`src/sv/rfps_pkg.sv`:
```
// Shared types and constants for the RF power sample parser.
// No dependencies.
package rfps_pkg;

    localparam int DBM_W     = 11;
    localparam int ABS_W     = 17;
    localparam int UNIT_W    = 8;
    localparam int WIN_W     = 13;
    localparam int CNT_W     = 4;
    localparam int DBM_ACC_W = 10;

    localparam logic [7:0] CHAR_PLUS  = 8'h2B;
    localparam logic [7:0] CHAR_MINUS = 8'h2D;
    localparam logic [7:0] CHAR_ZERO  = 8'h30;
    localparam logic [7:0] CHAR_NINE  = 8'h39;

    localparam logic [CNT_W-1:0] FRAME_LEN = 4'd10;
    localparam logic [CNT_W-1:0] COUNT_SAT = 4'd11;
    localparam logic [CNT_W-1:0] POS_UNIT  = 4'd9;
    localparam logic [CNT_W-1:0] POS_ABS0  = 4'd4;
    localparam logic [CNT_W-1:0] POS_ABS1  = 4'd8;
    localparam logic [CNT_W-1:0] POS_DBM1  = 4'd3;

    localparam logic signed [DBM_W-1:0] MIN_RESET = 11'sd990;
    localparam logic signed [DBM_W-1:0] MAX_RESET = -11'sd990;
    localparam logic [WIN_W-1:0]        WIN_RESET = 13'd512;

    localparam int OUT_DATA_W = 72;

    typedef struct packed {
        logic signed [DBM_W-1:0] dbm;
        logic [ABS_W-1:0]        abs_val;
        logic [UNIT_W-1:0]       unit;
    } parsed_sample_t;

endpackage

```
`src/sv/rfps_div.sv`:
```
// Serial restoring divider, one quotient bit per cycle.
// Depends on rfps_pkg (for house style only).
module rfps_div
    import rfps_pkg::*;
#(
    parameter int N = 23,
    parameter int D = 13
)
(
    input  logic         clk,
    input  logic         rst_n,
    input  logic         start,
    input  logic [N-1:0] dividend,
    input  logic [D-1:0] divisor,
    output logic         done,
    output logic [N-1:0] quotient
);

    localparam int CW = $clog2(N + 1);

    logic [N-1:0]  quo_reg;
    logic [D-1:0]  rem_reg;
    logic [D-1:0]  dvs_reg;
    logic [CW-1:0] cnt_reg;
    logic          busy_reg;
    logic          done_reg;

    logic [D:0]    trial;
    logic [D:0]    diff;

    assign trial = {rem_reg, quo_reg[N-1]};
    assign diff  = trial - {1'b0, dvs_reg};

    always_ff @(posedge clk or negedge rst_n)
    begin
        if (!rst_n)
        begin
            busy_reg <= 1'b0;
            done_reg <= 1'b0;
            cnt_reg  <= '0;
        end
        else
        begin
            done_reg <= 1'b0;
            if (start)
            begin
                busy_reg <= 1'b1;
                cnt_reg  <= CW'(N);
            end
            else if (busy_reg)
            begin
                cnt_reg <= cnt_reg - 1'b1;
                if (cnt_reg == CW'(1))
                begin
                    busy_reg <= 1'b0;
                    done_reg <= 1'b1;
                end
            end
        end
    end

    always_ff @(posedge clk)
    begin
        if (start)
        begin
            quo_reg <= dividend;
            rem_reg <= '0;
            dvs_reg <= divisor;
        end
        else if (busy_reg)
        begin
            // shift in the next dividend bit, subtract when it fits
            if (!diff[D])
            begin
                rem_reg <= diff[D-1:0];
                quo_reg <= {quo_reg[N-2:0], 1'b1};
            end
            else
            begin
                rem_reg <= trial[D-1:0];
                quo_reg <= {quo_reg[N-2:0], 1'b0};
            end
        end
    end

    assign done     = done_reg;
    assign quotient = quo_reg;

endmodule

```
`config.mk`:
```
export PLATFORM = sky130hd
export DESIGN_NAME = rfps_div
export DESIGN_NICKNAME = d
export VERILOG_FILES = /design/src/sv/rfps_pkg.sv /design/src/sv/rfps_div.sv
export SDC_FILE = /design/constraint.sdc
export NUM_CORES = 1
export LEC_CHECK = 0
export BUFFER_PORTS_ARGS = -buffer_cell sky130_fd_sc_hd__buf_2
export CORE_MARGIN = 3
export CORE_UTILIZATION = 40
export DETAILED_ROUTE_END_ITERATION = 7
export GPL_ROUTABILITY_DRIVEN = 1
export GPL_TIMING_DRIVEN = 1
export MAX_ROUTING_LAYER = met4
export PLACE_DENSITY = 0.59
export REMOVE_ABC_BUFFERS = 1
export SYNTH_ARGS = -nofsm -noshare
export SYNTH_HDL_FRONTEND = slang
export SYNTH_SLANG_ARGS = --single-unit
export TNS_END_PERCENT = 100
```
`constraint.sdc`:
```
create_clock -name clk -period 2.4 [get_ports clk]
set_input_delay 0.12 -clock clk [delete_from_list [all_inputs] [get_ports clk]]
set_output_delay 0.12 -clock clk [all_outputs]
set_load 0.02 [all_outputs]
```
==> impl_metrics.ini <==
[outcome]
outcome = complete, no violations

[layout]
fin_util = 0.542
largest_register_ffs = 23
diodes = 0
layout-drive-gt1-share = 0.389
fin_nets = 427
area_growth_pct = 28.2

[global_routing]
antenna_found_initial = 0
grt_use_met1 = 0.218
grtUsageMet2 = 0.268
grt_pass1_vias = 2442
grt_use_total = 0.166
grt_max_degree = 24
grt_overflow_total = 0
grt_pass1_wl_um = 11500
busiest_layer = met2
use_met3 = 0.0311

[yosys]
synth-adder-area-share = 0.0659
synthSimpleGateAreaFrac = 0.127
synth_mux_area_frac = 0.0818
synth-compound-area-share = 0.178
yosysTopAreaCell = edfxtp_1
synth_top_area_share = 0.343
synth_area_mm2 = 0.00315
synth_edf_count = 36
synth_warnings = 0
synthFlopType = edfxtp_1
synth_area_leaders = edfxtp_1 34%, dfxtp_1 8.3%, mux2_2 7.9%
synth-seq-cells = 56
async_reset_ff_frac = 0.125
synth_xor_area_frac = 0.0250
syn-mean-instance-area_um2 = 11.4
synth_cells = 276
yosysUniqueCellTypes = 63
ys_seq_area_frac = 0.481
synth_top_family_by_area = compound AO/OA/AOI/OAI gates

[clocking]
numCtsBuffers = 5
clockRootBuffer = clkbuf_8
clk_latency_ns = 0.31
htreeDepth = 2
numClockSinks = 56
tritoncts = done
cts.clk_slew.worst_paths_ns = 0.10
max-clock-path-buffers = 2

[placed_design]
gp_congestion = 0.807
pre_cts_ws_ns = 0.0132
post-dp-hpwl_um = 4960
portBuffers = 62

[sta]
setup_viol = 0
setup_ws_ns = 0.0995
finalHoldViolations = 0
slew_headroom = 0.633
clock.fmax_mhz = 435
slew_viol_final = 0
skew_ns = 0.00569
worst_pin_slew_ns = 0.551
rsz0062_at_grt = true
timing.setup.tns_ns = 0
fin_crit_ns = 2.30
fin_crit_sh = 0.959

[critical_path]
rr_worst_depth = 9
cp-start-kind = register
crit_fanout = 8
crit_slowest_cell = edfxtp_1
setup.worst_path.end_class = register
cp.required_ns = 2.62
max_stage_delay_ns = 0.40
worstPathArrival_ns = 2.52
r2r_slack_ns = 0.1
path_cells = inv_1, ha_1, nor2b_4, o31a_1, o211ai_4, a21oi_2, buf_6, or3_1, a311oi_1
critPathKind = reg -> reg

[power]
switching_share = 0.365
power.internal_uw = 2280
pwr-share-comb = 0.461
power_switching_uw = 1310
p_leak_uw = 0.00172
pwr-share-seq = 0.366
power_frac_clock = 0.173
ir_drop_mv = 0.288
p_per_area_mw_per_mm2 = 889

[route]
avgRoutedWirePerCell_um = 14.6
drc = 0
drtPass1Iterations = 4
routed_wl_um = 6880
postRouteAntennaNets = 0
first_iter_violations = 146
viasPerCell = 5.23
vias = 2468

[die]
coreArea_mm2 = 0.00745
start_util = 0.423
dieArea_mm2 = 0.00898
die_h_um = 94.8
pin_count = 63
die_w_um = 94.8
num_rows = 31

[worst_hold_path]
min_path_type = in -> reg
holdPathStages = 3

[flow_run]
maxCapViolCount = 0
-- kinds of logic after synthesis --
kind of cell	count (synthesis)
fa+ha+maj	16
mux	23
simple gates	69
xor+xnor	9
buf+inv	33
flops	56
compound gates	70
-- what timing repair did --
item / in CTS / in global routing
hold buffers: 14 / 0
gates resized for setup: 0 / 14
hold endpoints to repair: 20 / 0
endpoints found under the setup margin: 1 / 13
gates cloned: 0 / 1
setup buffers: 0 / 3
pin swaps: 1 / 8
-- synth_stat cells, types with 2 or more instances --
cell type  number
o21ai_1         9
a211o_1         2
or2_2           2
o21bai_1        2
a21o_1          4
nand3_1         6
nor2_1         14
o21a_1          3
mux2_2         22
xor2_1          4
edfxtp_1       36
nor2b_1         3
ha_1           15
buf_2           2
buf_1           3
o2111ai_1       2
clkbuf_1        7
nand2b_1        6
dfrtp_1         7
nand4_1         4
xnor2_1         5
or3_1           3
inv_1          20
a21oi_2         3
nor3_1          7
o21ai_0        11
and4_1          2
a21oi_1         6
nand2_1         9
dfxtp_1        13
a311oi_1       10
a31oi_1         3
-- cell usage in the layout (no fill, tap or decap), drive strengths merged, types with 5 or more instances in the layout --
cell,instances
nand3,7
mux2,22
clkbuf,5
inv,20
buf,87
nand2b,6
nor3,7
xnor2,5
a311oi,11
nand2,10
a21oi,9
dfrtp,7
dlygate4sd3,14
nor2,15
o21ai,21
ha,15
edfxtp,36
dfxtp,13
-- routing by layer --
layer  vias up  wire length [µm]
li1       1229                 -
met1      1180              3280
met2        53              3270
met3         6               261
met4         0                65
met5         -                 0
-- worst paths after layout --
check,end,start
max,rem_reg[0]$_SDFFE_PP0P_,dvs_reg[1]$_DFFE_PP_
min in group asynchronous,cnt_reg[4]$_DFFE_PN0P_,rst_n
max in group asynchronous,busy_reg$_DFF_PN0_,rst_n
min reg2reg,rem_reg[6]$_SDFFE_PP0P_,rem_reg[6]$_SDFFE_PP0P_
max reg2reg,rem_reg[0]$_SDFFE_PP0P_,dvs_reg[1]$_DFFE_PP_
min,quotient[0]$_DFFE_PP_,dividend[0]
-- critical path, delay by kind of cell (launching register included) --
family / cells / cell delay [ns]
compound gates: 4 / 0.89
flops: 1 / 0.40
simple gates: 2 / 0.48
fa+ha+maj: 1 / 0.22
buf+inv: 2 / 0.22
-- power by group through the flow --
stage | combinational (µW) | clock [µW] | sequential (µW)
2_1_floorplan | 1010 | 0 | 1370
3_3_place_gp | 1510 | 0 | 1330
3_5_place_dp | 1520 | 0 | 1330
4_1_cts | 1550 | 647 | 1310
5_1_grt | 1830 | 674 | 1340
6_report | 1650 | 622 | 1310
-- cell type report --
cell class / instances / area, µm²
inverters: 20 / 75.1
clock buffers: 5 / 68.8
flip-flops and latches: 56 / 1520
well taps: 99 / 124
clock inverters: 3 / 42.5
fillers: 692 / 3410
repair buffers: 101 / 642
multi-input cells: 188 / 1570
-- metrics by stage --
stage	instances	total power [µW]	cell area (µm²)	hold WS, ns
6_report	472	3590	4040	0.0905
5_1_grt	472	3840	4040	0.101
4_1_cts	468	3500	3950	0.0846
2_1_floorplan	263	2370	3100	-0.176
3_3_place_gp	446	2840	3690	-0.0373
3_5_place_dp	446	2850	3690	-0.0352
Note: power is estimated with default switching activity, not from simulation.
